<file path="src/hw/rtl/ssv_pkg.sv">
// ----------------------------------------------------------------------------
// ssv_pkg
// Shared types and constants of the sensor sample validator.
// ----------------------------------------------------------------------------
package ssv_pkg;

  // Sample and register widths
  localparam int unsigned SampleW = 12;
  localparam int unsigned SpreadW = 13;
  localparam int unsigned NumSamples = 3;

  // Sensor error reading, -127 C in 1/16 C steps
  localparam logic signed [SampleW-1:0] Sentinel = -12'sd2032;

  // Register reset values
  localparam logic signed [SampleW-1:0] MinValidReset  = -12'sd880;
  localparam logic signed [SampleW-1:0] MaxValidReset  = 12'sd2000;
  localparam logic        [SampleW-1:0] MaxSpreadReset = 12'd16;

  // Register indexes (word address)
  localparam logic [1:0] RegMinValid  = 2'd0;
  localparam logic [1:0] RegMaxValid  = 2'd1;
  localparam logic [1:0] RegMaxSpread = 2'd2;

  typedef enum logic [1:0] {
    CauseNone    = 2'd0,
    CauseInvalid = 2'd1,
    CauseSpread  = 2'd2
  } fail_cause_e;

  // Outcome of a complete set of three samples
  typedef struct packed {
    logic signed [SampleW-1:0] mean;
    logic        [SpreadW-1:0] spread;
    logic                      consistent;
  } set_check_t;

endpackage

</file>
<file path="src/hw/rtl/sensor_sample_validator_top.sv">
// ----------------------------------------------------------------------------
// sensor_sample_validator_top
// Validates temperature samples in attempts of three and reports the mean.
// ----------------------------------------------------------------------------
// The block takes one sample item per clock cycle, back to back, while
// sample_stall_o is low. The sample that ends an attempt sequence goes into
// the input register, then through the range check, set check and state
// update in a single pass into the result register as a result item. Samples equal to
// the sensor error reading (-127 C) or outside [min_valid, max_valid] abort
// the attempt and drop the samples taken so far. After three good samples the
// mean (rounded to nearest) and the largest |3*s - sum| are formed; a set
// whose spread exceeds 3*max_spread fails. A failed attempt is retried until
// MAX_ATTEMPTS attempts have failed, which gives one failure item; a good set
// gives one success item. The result register parts the two sides, so a new
// sample is taken while a finished result waits; sample_stall_o rises only
// when the result register is full, stalled, and the pending sample would
// produce another result. Registers sit behind an APB-style port at byte
// addresses 0, 4 and 8; write them only while the block is idle.
// ----------------------------------------------------------------------------
module sensor_sample_validator_top #(
  parameter int unsigned MAX_ATTEMPTS = 2
) (
  input  logic                               clk_i,
  input  logic                               rst_ni,
  // sample channel
  input  logic                               sample_valid_i,
  output logic                               sample_stall_o,
  input  logic signed [ssv_pkg::SampleW-1:0] sample_i,
  // result channel
  output logic                               result_valid_o,
  input  logic                               result_stall_i,
  output logic                               read_ok_o,
  output logic signed [ssv_pkg::SampleW-1:0] temperature_o,
  output logic        [ssv_pkg::SpreadW-1:0] spread_times_three_o,
  output logic        [1:0]                  fail_cause_o,
  // configuration port
  input  logic                               psel,
  input  logic                               penable,
  input  logic                               pwrite,
  input  logic        [3:0]                  paddr,
  input  logic        [31:0]                 pwdata,
  output logic        [31:0]                 prdata,
  output logic                               pready
);

  localparam int unsigned AttW = (MAX_ATTEMPTS > 1) ? $clog2(MAX_ATTEMPTS) : 1;
  localparam logic [AttW-1:0] LastAttempt = AttW'(MAX_ATTEMPTS - 1);

  // Configuration registers
  logic signed [ssv_pkg::SampleW-1:0] min_valid_q;
  logic signed [ssv_pkg::SampleW-1:0] max_valid_q;
  logic        [ssv_pkg::SampleW-1:0] max_spread_q;
  logic                               cfg_we;

  assign pready = 1'b1;
  assign cfg_we = psel && penable && pwrite;

  always_ff @(posedge clk_i or negedge rst_ni) begin
    if (!rst_ni) begin
      min_valid_q  <= ssv_pkg::MinValidReset;
      max_valid_q  <= ssv_pkg::MaxValidReset;
      max_spread_q <= ssv_pkg::MaxSpreadReset;
    end else if (cfg_we) begin
      unique case (paddr[3:2])
        ssv_pkg::RegMinValid:  min_valid_q  <= pwdata[ssv_pkg::SampleW-1:0];
        ssv_pkg::RegMaxValid:  max_valid_q  <= pwdata[ssv_pkg::SampleW-1:0];
        ssv_pkg::RegMaxSpread: max_spread_q <= pwdata[ssv_pkg::SampleW-1:0];
        default: ;  // unmapped word: ignore
      endcase
    end
  end

  always_comb begin
    unique case (paddr[3:2])
      ssv_pkg::RegMinValid:  prdata = 32'(min_valid_q);
      ssv_pkg::RegMaxValid:  prdata = 32'(max_valid_q);
      ssv_pkg::RegMaxSpread: prdata = {20'd0, max_spread_q};
      default:               prdata = 32'd0;
    endcase
  end

  // Input register
  logic                               in_valid_q;
  logic signed [ssv_pkg::SampleW-1:0] in_sample_q;
  logic                               in_accept;
  logic                               advance;

  // Attempt state
  logic [1:0]                         idx_q, idx_d;
  logic [AttW-1:0]                    attempt_q, attempt_d;
  logic signed [ssv_pkg::SampleW-1:0] sample_store_q [2];

  // Result register
  logic                               res_valid_q;
  logic                               res_ok_q, res_ok_d;
  logic signed [ssv_pkg::SampleW-1:0] res_temp_q, res_temp_d;
  logic        [ssv_pkg::SpreadW-1:0] res_spread_q, res_spread_d;
  ssv_pkg::fail_cause_e               res_cause_q, res_cause_d;
  logic                               emit;

  logic                               bad;
  logic                               last;
  ssv_pkg::set_check_t                check;

  // Advance the pending item unless it would produce a result into a full,
  // stalled result register.
  assign advance        = in_valid_q && (!res_valid_q || !result_stall_i || !emit);
  assign sample_stall_o = in_valid_q && !advance;
  assign in_accept      = sample_valid_i && !sample_stall_o;

  always_ff @(posedge clk_i or negedge rst_ni) begin
    if (!rst_ni) begin
      in_valid_q <= 1'b0;
    end else if (in_accept) begin
      in_valid_q <= 1'b1;
    end else if (advance) begin
      in_valid_q <= 1'b0;
    end
  end

  always_ff @(posedge clk_i) begin
    if (in_accept) begin
      in_sample_q <= sample_i;
    end
  end

  ssv_set_check u_set_check (
    .s0_i         (sample_store_q[0]),
    .s1_i         (sample_store_q[1]),
    .s2_i         (in_sample_q),
    .max_spread_i (max_spread_q),
    .check_o      (check)
  );

  assign bad  = (in_sample_q == ssv_pkg::Sentinel) ||
                (in_sample_q < min_valid_q) || (in_sample_q > max_valid_q);
  assign last = (idx_q == 2'(ssv_pkg::NumSamples - 1));

  // Next attempt state and result payload
  always_comb begin
    idx_d        = idx_q;
    attempt_d    = attempt_q;
    emit         = 1'b0;
    res_ok_d     = 1'b0;
    res_temp_d   = '0;
    res_spread_d = '0;
    res_cause_d  = ssv_pkg::CauseNone;
    if (bad || (last && !check.consistent)) begin
      // failed attempt: drop the samples, retry or give up
      idx_d        = 2'd0;
      res_spread_d = bad ? '0 : check.spread;
      res_cause_d  = bad ? ssv_pkg::CauseInvalid : ssv_pkg::CauseSpread;
      if (attempt_q == LastAttempt) begin
        attempt_d = '0;
        emit      = 1'b1;
      end else begin
        attempt_d = attempt_q + AttW'(1);
      end
    end else if (last) begin
      idx_d        = 2'd0;
      attempt_d    = '0;
      emit         = 1'b1;
      res_ok_d     = 1'b1;
      res_temp_d   = check.mean;
      res_spread_d = check.spread;
    end else begin
      idx_d = idx_q + 2'd1;
    end
  end

  always_ff @(posedge clk_i or negedge rst_ni) begin
    if (!rst_ni) begin
      idx_q     <= 2'd0;
      attempt_q <= '0;
    end else if (advance) begin
      idx_q     <= idx_d;
      attempt_q <= attempt_d;
    end
  end

  // Hold good samples of the current attempt
  always_ff @(posedge clk_i) begin
    if (advance && !bad && !last) begin
      sample_store_q[idx_q[0]] <= in_sample_q;
    end
  end

  always_ff @(posedge clk_i or negedge rst_ni) begin
    if (!rst_ni) begin
      res_valid_q <= 1'b0;
    end else if (advance && emit) begin
      res_valid_q <= 1'b1;
    end else if (!result_stall_i) begin
      res_valid_q <= 1'b0;
    end
  end

  always_ff @(posedge clk_i) begin
    if (advance && emit) begin
      res_ok_q     <= res_ok_d;
      res_temp_q   <= res_temp_d;
      res_spread_q <= res_spread_d;
      res_cause_q  <= res_cause_d;
    end
  end

  assign result_valid_o       = res_valid_q;
  assign read_ok_o            = res_ok_q;
  assign temperature_o        = res_temp_q;
  assign spread_times_three_o = res_spread_q;
  assign fail_cause_o         = res_cause_q;

endmodule

</file>
<file path="src/hw/rtl/ssv_set_check.sv">
// ----------------------------------------------------------------------------
// ssv_set_check
// Sum, rounded mean and largest deviation of a set of three samples.
// ----------------------------------------------------------------------------
module ssv_set_check (
  input  logic signed [ssv_pkg::SampleW-1:0] s0_i,
  input  logic signed [ssv_pkg::SampleW-1:0] s1_i,
  input  logic signed [ssv_pkg::SampleW-1:0] s2_i,
  input  logic        [ssv_pkg::SampleW-1:0] max_spread_i,
  output ssv_pkg::set_check_t                check_o
);

  // Reciprocal of three in 16 fractional bits, exact for the sum range used
  localparam logic [15:0] RecipThree = 16'd21846;

  logic signed [13:0] sum;
  logic signed [15:0] d0, d1, d2;
  logic        [15:0] a0, a1, a2;
  logic        [12:0] m01, m012;
  logic        [13:0] limit3;
  logic        [13:0] mag;
  logic        [13:0] mag_p1;
  logic        [29:0] prod;
  logic        [13:0] quot;
  logic        [13:0] mean_w;

  assign sum = 14'(s0_i) + 14'(s1_i) + 14'(s2_i);

  // deviation of each sample scaled by three
  assign d0 = (16'(s0_i) <<< 1) + 16'(s0_i) - 16'(sum);
  assign d1 = (16'(s1_i) <<< 1) + 16'(s1_i) - 16'(sum);
  assign d2 = (16'(s2_i) <<< 1) + 16'(s2_i) - 16'(sum);

  assign a0 = d0[15] ? 16'(-d0) : 16'(d0);
  assign a1 = d1[15] ? 16'(-d1) : 16'(d1);
  assign a2 = d2[15] ? 16'(-d2) : 16'(d2);

  assign m01  = (a0[12:0] > a1[12:0]) ? a0[12:0] : a1[12:0];
  assign m012 = (m01 > a2[12:0]) ? m01 : a2[12:0];

  assign limit3 = {1'b0, max_spread_i, 1'b0} + {2'b00, max_spread_i};

  // round to nearest, symmetric about zero: sign * floor((|sum| + 1) / 3)
  assign mag    = sum[13] ? 14'(-sum) : 14'(sum);
  assign mag_p1 = mag + 14'd1;
  assign prod   = 30'(mag_p1) * 30'(RecipThree);
  assign quot   = prod[29:16];
  assign mean_w = sum[13] ? 14'(-quot) : quot;

  assign check_o.mean       = mean_w[ssv_pkg::SampleW-1:0];
  assign check_o.spread     = m012;
  assign check_o.consistent = ({1'b0, m012} <= limit3);

endmodule

</file>
<file path="config.mk">
export PLATFORM = sky130hd
export DESIGN_NAME = sensor_sample_validator_top
export DESIGN_NICKNAME = d
export VERILOG_FILES = /design/src/hw/rtl/ssv_pkg.sv /design/src/hw/rtl/sensor_sample_validator_top.sv /design/src/hw/rtl/ssv_set_check.sv
export SDC_FILE = /design/constraint.sdc
export NUM_CORES = 1
export LEC_CHECK = 0
export BUFFER_PORTS_ARGS = -buffer_cell sky130_fd_sc_hd__buf_2
export CORE_UTILIZATION = 63
export DETAILED_ROUTE_END_ITERATION = 10
export PLACE_DENSITY = 0.83
export RECOVER_POWER = 25
export SETUP_SLACK_MARGIN = 0.05
export SLEW_MARGIN = 20
export SYNTH_ARGS = -nofsm -noshare
export SYNTH_HDL_FRONTEND = slang
export SYNTH_SLANG_ARGS = --single-unit
</file>
<file path="constraint.sdc">
create_clock -name clk_i -period 16.4 [get_ports clk_i]
set_input_delay 0.82 -clock clk_i [delete_from_list [all_inputs] [get_ports clk_i]]
set_output_delay 0.82 -clock clk_i [all_outputs]
set_load 0.02 [all_outputs]
</file>
==> impl_metrics.yaml, run 1 <==
placement:
  detailed_place_hpwl_mm: 30.87
  port_buffers: 94
  place_congestion: 0.9950
global_route:
  overflow: 0
  grt_pass1_wl_mm: 60.05
  grt_pass1_vias: 11879
  grt.total_usage_pct: 31.27
  grt_start_max_net_pins: 42
  antenna_found_initial: 0
yosys:
  yosysSeqAreaShare_pct: 19.77
  synth_edf_count: 64
  synthCells: 1607
  yosys_register_bits: 105
  syn_avg_cell_area_um2: 9.323
  synth_nets: 1992
  synth_area_um2: 14980
  synth_top_flop_cell: "edfxtp_1"
  yosys.cell_types.count: 87
  ys_warn_count: 0
  ys_async_sr_fraction_pct: 39.05
status:
  status: "complete, but fails checks"
  violations: "max-capacitance violations, max-slew violations"
worst_setup_path:
  cp.required_ps: 15580
  crit_type: "reg -> out"
  worstPathArrival_ps: 13690
  startpoint_type: "register"
  critPathMaxStageDelay_ps: 780
  slowest_stage: "fa_1"
  cp_max_fo: 12
  cp-end-kind: "primary output"
routing:
  vias_per_cell: 6.279
  route.detailed.drc: 0
  ant_nets: 0
  wl_met1_mm: 16.67
  num_vias: 12515
  met2_length_mm: 16.91
  met3_length_mm: 3.051
  route.detailed.wl_per_inst_um: 18.76
  drtIter0Drc: 1172
  drt_pass1_iterations: 6
  routed_wl_mm: 37.39
  dr.max_layer_used: "met4"
die:
  dieArea_um2: 24400
  start_util_pct: 64.02
  die_y_um: 156.2
  core.rowCount: 56
  chipWidth_um: 156.2
  fp.coreArea_um2: 23400
  pin_count: 118
cts:
  clkSinkCount: 105
  cts_tree: "built"
  cts_resized: 0
  cts_root_buf: "clkbuf_16"
  hold_buffers: 0
  clockBufferDepth: 2
  clock_latency_ps: 360
  cts_inserted_buffers: 9
  path_clk_slew_ps: 80
  cts_max_level: 3
  cts_setup_buffers: 0
timing:
  setup_viol: 0
  max_slew_margin_pct: -44.57
  fin_crit_ps: 14510
  finalCritPeriodShare_pct: 88.50
  timing.fmax_mhz: 68.90
  hold_violations: 0
  tightest_slew_ps: 2169
  fin_worst_skew_ps: 15.76
  fin_setup_tns_ps: 0
  rsz0062_at_grt: "false"
  drv_slew: 42
final_layout:
  syn_to_final_growth_pct: 6.598
  fillers: 1848
  drive_gt1_share_pct: 11.29
  n_antenna_cell: 0
  nets: 2054
worst_hold_path:
  hold_path_class: "reg -> reg"
flow_run:
  maxCapViolations: 1
path summary, 6_finish.rpt:
path / cells after the start / slack, ps / to / start
setup / recovery: 46 / 1890 / sample_stall_o / in_sample_q[1]
hold / removal: 1 / 480 / attempt_q / attempt_q
setup reg to reg: 44 / 2520 / in_sample_q[11] / in_sample_q[1]
hold reg to reg: 1 / 480 / attempt_q / attempt_q
max in group asynchronous: 1 / 14060 / idx_q[1] / rst_ni
min in group asynchronous: 1 / 1080 / max_spread_q[9] / rst_ni
layer usage:
metal  vias up  track usage [%]
met4         0            8.870
met1      6019            43.79
met3        77            5.068
met2       542            49.91
li1       5877                -
met5         -                0
cell usage after synthesis (5+ instances only):
library cell  instances  share of area [%]
ha_1                233                 19
inv_1               171                4.3
fa_1                 97                 13
nor2_1               97                2.4
xnor2_1              89                5.2
a21oi_1              80                2.7
nand2_1              78                2.0
o21ai_0              77                2.6
edfxtp_1             64                 13
a21o_1               43                2.2
nor3_1               42                1.4
xor2_1               41                2.4
nand3_1              38                1.3
mux2_2               32                2.4
dfrtp_1              30                5.0
clkbuf_1             27               0.68
mux2i_1              23                1.5
a211oi_1             21                1.1
buf_4                20                1.0
o21a_1               20                1.0
nor2b_1              18               0.75
or3_1                18               0.75
nand4_1              17               0.71
nand2b_1             13               0.54
nor4_1               13               0.54
and2_1               12               0.50
o21bai_1             12               0.60
dfstp_2              11                1.9
nand3b_1             11               0.55
a31oi_1              10               0.42
o211ai_1              9               0.45
nor3b_1               8               0.40
o31ai_1               8               0.40
o22ai_1               7               0.29
or3b_2                6               0.35
a2111oi_0             5               0.29
a221oi_1              5               0.29
critical path: cells and delay by family (launching register included):
kind / cells / cell delay, ps
adder cells (fa/ha/maj): 8 / 3500
flip-flops: 1 / 660
buffers and inverters: 7 / 1100
AND/OR/NAND/NOR: 9 / 2760
multiplexers: 1 / 280
AO/OA/AOI/OAI: 21 / 4980
logic make-up after synthesis:
group                    after synthesis  share of synthesized area [%]
AO/OA/AOI/OAI                        357                          15.98
adder cells (fa/ha/maj)              330                          32.42
flip-flops                           105                          19.77
AND/OR/NAND/NOR                      403                          13.94
multiplexers                          56                          4.042
other                                  1                        0.02503
XOR/XNOR                             130                          7.600
buffers and inverters                225                          6.222
cells in the final DEF (no fill, tap or decap), drive strengths merged, types with 12 or more instances in the layout:
master    n
a21oi    80
buf     104
edfxtp   64
or3      18
a211oi   21
xor2     41
fa       97
nor2     97
o21bai   12
dfrtp    30
nand3    39
and2     13
mux2i    23
nor2b    18
nor3     43
nor4     14
o21ai    80
xnor2    89
nand2    78
nand4    17
ha      233
mux2     33
o21a     20
a21o     43
inv     174
nand2b   13
metrics by stage:
| step | hold WS, ps | worst slack, ps | utilization (%) | instance area [µm²] | instances |
|---|---|---|---|---|---|
| 2_1_floorplan | 441.5 | 2822 | - | 14980 | 1607 |
| 3_3_place_gp | 453.8 | 2848 | 66.88 | 15650 | 1976 |
| 3_5_place_dp | 474.1 | 2608 | 66.91 | 15660 | 1977 |
| 4_1_cts | 484.6 | 2200 | 68.22 | 15970 | 1993 |
| 6_report | 482.2 | 1887 | 68.24 | 15970 | 1993 |
| 5_1_grt | 497.2 | 1106 | 68.24 | 15970 | 1993 |
flip-flops by register name, indices dropped and copies added, names as in the netlist, 2 cells and up:
name and flops:
sample_store_q 24, spread_times_three_o 13, in_sample_q 12, max_spread_q 12, max_valid_q 12, min_valid_q 12, temperature_o 12, fail_cause_o 2
idx_q 2
final cells by class:
cell class	instances	area, µm²	area share, %
Clock inverter	6	67.56	0.4231
Inverter	171	641.9	4.019
Multi-Input combinational cell	1277	11110	69.56
Sequential cell	105	2962	18.54
Clock buffer	10	239.0	1.496
Timing Repair Buffer	105	551.8	3.455
Tap cell	319	399.1	2.499
Power of run 1 is not shown: default switching activity piles up to over one toggle a cycle in this logic, so the estimate is an artifact.
==> run 2, diff against run 1 <==
--- a/config.mk
+++ b/config.mk
@@ -5,10 +5,12 @@
 export SDC_FILE = /design/constraint.sdc
 export NUM_CORES = 1
 export LEC_CHECK = 0
+export ABC_CLOCK_PERIOD_IN_PS = 16400
 export BUFFER_PORTS_ARGS = -buffer_cell sky130_fd_sc_hd__buf_2
-export CORE_UTILIZATION = 63
+export CORE_MARGIN = 5
+export CORE_UTILIZATION = 50
 export DETAILED_ROUTE_END_ITERATION = 10
-export PLACE_DENSITY = 0.83
+export PLACE_DENSITY = 0.68
 export RECOVER_POWER = 25
 export SETUP_SLACK_MARGIN = 0.05
 export SLEW_MARGIN = 20
==> run 2 against run 1 <==
The flow still finishes with violations (max-capacitance violations, max-slew violations). Clock skew shrank 5.1 ps. Largest cell class unchanged. Routed wire length grew 0.70%. Sequential cell count is the same. Cell count grew 3.6%. Setup slack lost 5.0 ps. First-iteration DRC count shrank 30%. Worst hold slack lost 8.9 ps. Sequential share of layout area shrank 0.11 points. Cell area grew 0.57%. Fmax is essentially flat.
==> impl_metrics.yaml, run 2 (same netlist as run 1, synthesis figures left out) <==
cts:
  cts_max_level: 3
  cts_resized: 0
  cts_setup_buffers: 0
  cts_inserted_buffers: 9
  clock_latency_ps: 370
  path_clk_slew_ps: 80
  cts_tree: "built"
  cts_root_buf: "clkbuf_16"
  clkSinkCount: 105
  hold_buffers: 0
  clockBufferDepth: 2
worst_setup_path:
  rrSetupSlack_ps: 2750
  crit_buf_inv: 7
  crit_type: "reg -> out"
  startpoint_type: "register"
  worstPathArrival_ps: 13700
  path_depth: 47
  cp_max_fo: 15
  reg2reg_depth: 48
  slowest_stage: "xor2_1"
  cp.required_ps: 15580
  cp-end-kind: "primary output"
  critPathMaxStageDelay_ps: 750
  critPathTopFamily: "compound AO/OA/AOI/OAI gates"
die:
  dieArea_um2: 33530
  fp.coreArea_um2: 29640
  chipWidth_um: 183.1
  core.rowCount: 63
  pin_count: 118
  die_y_um: 183.1
  start_util_pct: 50.55
timing:
  fin_setup_tns_ps: 0
  fin_worst_skew_ps: 10.64
  fin_crit_ps: 14520
  rsz0062_at_grt: "false"
  hold_violations: 0
  finalCritPeriodShare_pct: 88.53
  timing.fmax_mhz: 68.88
  max_slew_margin_pct: -44.77
  setup_viol: 0
  hold_ws_ps: 473.2
  tightest_slew_ps: 2172
  drv_slew: 42
worst_hold_path:
  holdPathStages: 1
  hold_path_class: "reg -> reg"
routing:
  vias_per_cell: 5.870
  routed_wl_mm: 37.65
  route.detailed.wl_per_inst_um: 18.24
  ant_nets: 0
  num_vias: 12116
  drt_pass1_iterations: 5
  drtIter0Drc: 817
  route.detailed.drc: 0
global_route:
  overflow: 0
  grt_start_max_net_pins: 42
  grt.total_usage_pct: 22.31
  grt_pass1_wl_mm: 60.44
  antenna_found_initial: 0
  grt_pass1_vias: 11374
final_layout:
  largest_reg_flops: 24
  multi_input_area_um2: 11110
  drive_gt1_share_pct: 11.35
  seq_area_um2: 2962
  nets: 2054
  fillers: 2751
  layout_common_cells: "ha_1 (233), inv_1 (171), nor2_1 (97), fa_1 (97), buf_2 (93)"
  n_antenna_cell: 0
  layout_commonest_cell: "ha_1"
  syn_to_final_growth_pct: 7.208
placement:
  detailed_place_hpwl_mm: 31.34
  place_congestion: 0.9332
  port_buffers: 94
status:
  violations: "max-capacitance violations, max-slew violations"
  status: "complete, but fails checks"
flow_run:
  maxCapViolations: 1
-- run 2: cell types whose count changed in the layout (fill, tap and decap cells not counted), sizes merged --
cell	change
inv	+1
clkinv	-1
-- run 2: per-stage QoR --
stage	utilization (%)	instances	setup WS, ps	instance area (µm²)
after floorplan	-	1607	2822	14980
after global placement	53.15	2048	2653	15750
after detailed placement	53.17	2048	2511	15760
after CTS	54.20	2064	2075	16060
after global routing	54.19	2064	1120	16060
final	54.19	2064	1882	16060
-- run 2: per-layer routing --
metal | wire length [µm] | part of all wire, % | track usage, % | up-vias
met4 | 301 | 0.80 | 3.069 | 0
met3 | 2049 | 5.4 | 2.301 | 25
li1 | - | - | - | 5888
met5 | 0 | 0 | 0 | -
met2 | 16770 | 45 | 35.10 | 332
met1 | 18520 | 49 | 34.19 | 5871
-- run 2: final timing paths --
check,endpoint,start
max,sample_stall_o,in_sample_q[1]
min,attempt_q,attempt_q
max reg2reg,in_sample_q[1],in_sample_q[1]
min reg2reg,attempt_q,attempt_q
max in group asynchronous,min_valid_q[2],rst_ni
min in group asynchronous,max_spread_q[7],rst_ni
-- run 2: layout make-up --
type,count,area share (%)
clock buffers,10,1.488
flip-flops and latches,105,18.44
inverters,171,3.996
clock inverters,6,0.4051
well taps,390,3.038
repair buffers,105,3.435
multi-input cells,1277,69.20
Power of run 2 is left out for the same reason.
==> run 3, diff against run 2 <==
--- a/config.mk
+++ b/config.mk
@@ -10,6 +10,7 @@
 export CORE_MARGIN = 5
 export CORE_UTILIZATION = 50
 export DETAILED_ROUTE_END_ITERATION = 10
+export GPL_TIMING_DRIVEN = 0
 export PLACE_DENSITY = 0.68
 export RECOVER_POWER = 25
 export SETUP_SLACK_MARGIN = 0.05
==> run 3 against run 2 <==
The flow still finishes with violations (max-capacitance violations, max-slew violations). Critical path depth is 1 higher. Routed wire length rose by 2.4%. Sequential share of layout area is 0.24 points lower. Register-to-register slack got worse by 910 ps. Fmax is 5.3% lower. Cell area rose by 1.3%. Global-route usage grew 0.70 points. Die area did not move. Critical path type unchanged. Highest routed layer unchanged.
==> impl_metrics.yaml, run 3 (same netlist as run 1, synthesis figures left out) <==
die:
  chipWidth_um: 183.1
  dieArea_um2: 33530
  die_y_um: 183.1
  start_util_pct: 50.55
  core.rowCount: 63
  fp.coreArea_um2: 29640
  pin_count: 118
routing:
  vias_per_cell: 5.816
  drtIter0Drc: 793
  route.detailed.drc: 0
  ant_nets: 0
  dr.max_layer_used: "met4"
  routed_wl_mm: 38.55
  met3_length_mm: 2.086
  drt_pass1_iterations: 5
  num_vias: 12271
  met2_length_mm: 17.00
  wl_met1_mm: 18.90
  route.detailed.wl_per_inst_um: 18.27
final_layout:
  syn_to_final_growth_pct: 8.635
  fillers: 2778
  layout_common_cells: "ha_1 (233), inv_1 (171), fa_1 (97)"
  nets: 2100
  drive_gt1_share_pct: 12.03
  instances_no_fill: 2110
  layout_commonest_cell: "ha_1"
  n_antenna_cell: 0
  largest_reg_flops: 24
worst_hold_path:
  holdPathEnd: "attempt_q"
  hold_path_class: "reg -> reg"
  hold_start: "attempt_q"
  holdPathStages: 1
timing:
  timing.fmax_mhz: 65.21
  tightest_slew_ps: 2234
  fin_setup_tns_ps: 0
  finalCritPeriodShare_pct: 93.51
  setup_viol: 0
  hold_violations: 0
  max_slew_margin_pct: -48.93
  fin_worst_skew_ps: 16.10
  rsz0062_at_grt: "false"
  fin_crit_ps: 15330
  drv_slew: 42
worst_setup_path:
  cp_max_fo: 10
  startpoint_type: "register"
  cp-end-kind: "primary output"
  rrSetupSlack_ps: 1840
  worstPathArrival_ps: 14510
  reg2reg_from: "in_sample_q[1]"
  slowest_stage: "xor2_1"
  critPathMaxStageDelay_ps: 770
  cp.required_ps: 15580
  reg2reg_to: "temperature_o[10]"
  crit_type: "reg -> out"
  reg2reg_depth: 50
cts:
  cts_tree: "built"
  cts_resized: 0
  path_clk_slew_ps: 80
  cts_max_level: 3
  clkSinkCount: 105
  clockBufferDepth: 2
  clock_latency_ps: 380
  cts_setup_buffers: 0
  cts_root_buf: "clkbuf_16"
  hold_buffers: 0
  cts_inserted_buffers: 9
global_route:
  grt_pass1_wl_mm: 62.76
  grt_start_max_net_pins: 42
  antenna_found_initial: 0
  grt_pass1_vias: 11970
  overflow: 0
  grt.total_usage_pct: 23.01
status:
  violations: "max-capacitance violations, max-slew violations"
  status: "complete, but fails checks"
flow_run:
  maxCapViolations: 1
placement:
  detailed_place_hpwl_mm: 32.36
  place_congestion: 0.9357
  placed_cells: 2094
  port_buffers: 93
==> run 3: area by class of cell <==
| type | instances | area [µm²] | share of cell area [%] |
|---|---|---|---|
| multi-input combinational | 1277 | 11110 | 68.24 |
| sequential | 105 | 2962 | 18.20 |
| inverter | 171 | 641.9 | 3.944 |
| timing repair buffer | 97 | 494.2 | 3.037 |
| tap | 390 | 488.0 | 2.998 |
| buffer | 54 | 290.3 | 1.784 |
| clock buffer | 10 | 229.0 | 1.407 |
| clock inverter | 6 | 65.06 | 0.3998 |
==> run 3: worst max-delay path, delay by kind of cell, from the launching register on <==
family,cells,cell delay (ps)
xor+xnor,1,770
simple gates,10,2570
fa+ha+maj,8,3100
buf+inv,8,1720
flops,1,630
mux,1,450
compound gates,20,4870
==> run 3: routing by layer <==
| layer | global-route usage, % | vias to the layer above |
|---|---|---|
| met5 | 0 | - |
| met4 | 3.635 | 0 |
| met3 | 3.332 | 45 |
| met2 | 36.14 | 316 |
| met1 | 34.49 | 5942 |
| li1 | - | 5968 |
==> run 3: through the flow <==
| step | instance area (µm²) | hold WS (ps) | setup WS [ps] | util [%] |
|---|---|---|---|---|
| 6_report | 16280 | 486.2 | 1065 | 54.91 |
| 5_1_grt | 16280 | 498.6 | 241.4 | 54.91 |
| 4_1_cts | 16270 | 483.9 | 1311 | 54.91 |
| 3_5_place_dp | 15980 | 474.0 | 1759 | 53.92 |
| 3_3_place_gp | 15940 | 455.0 | 103.1 | 53.77 |
| 2_1_floorplan | 14980 | 441.5 | 2822 | - |
==> run 3: worst max-delay path by stage <==
stage | cells after the start | endpoint | from | slack [ps]
3_3_place_gp | 47 | temperature_o[1] | in_sample_q[1] | 100
2_1_floorplan | 49 | fail_cause_o[0] | in_sample_q[1] | 2820
5_1_grt | 47 | sample_stall_o | in_sample_q[1] | 240
3_5_place_dp | 48 | sample_stall_o | in_sample_q[1] | 1760
4_1_cts | 48 | sample_stall_o | in_sample_q[1] | 1310
6_report | 48 | sample_stall_o | in_sample_q[1] | 1070
Power of run 3 is left out for the same reason.
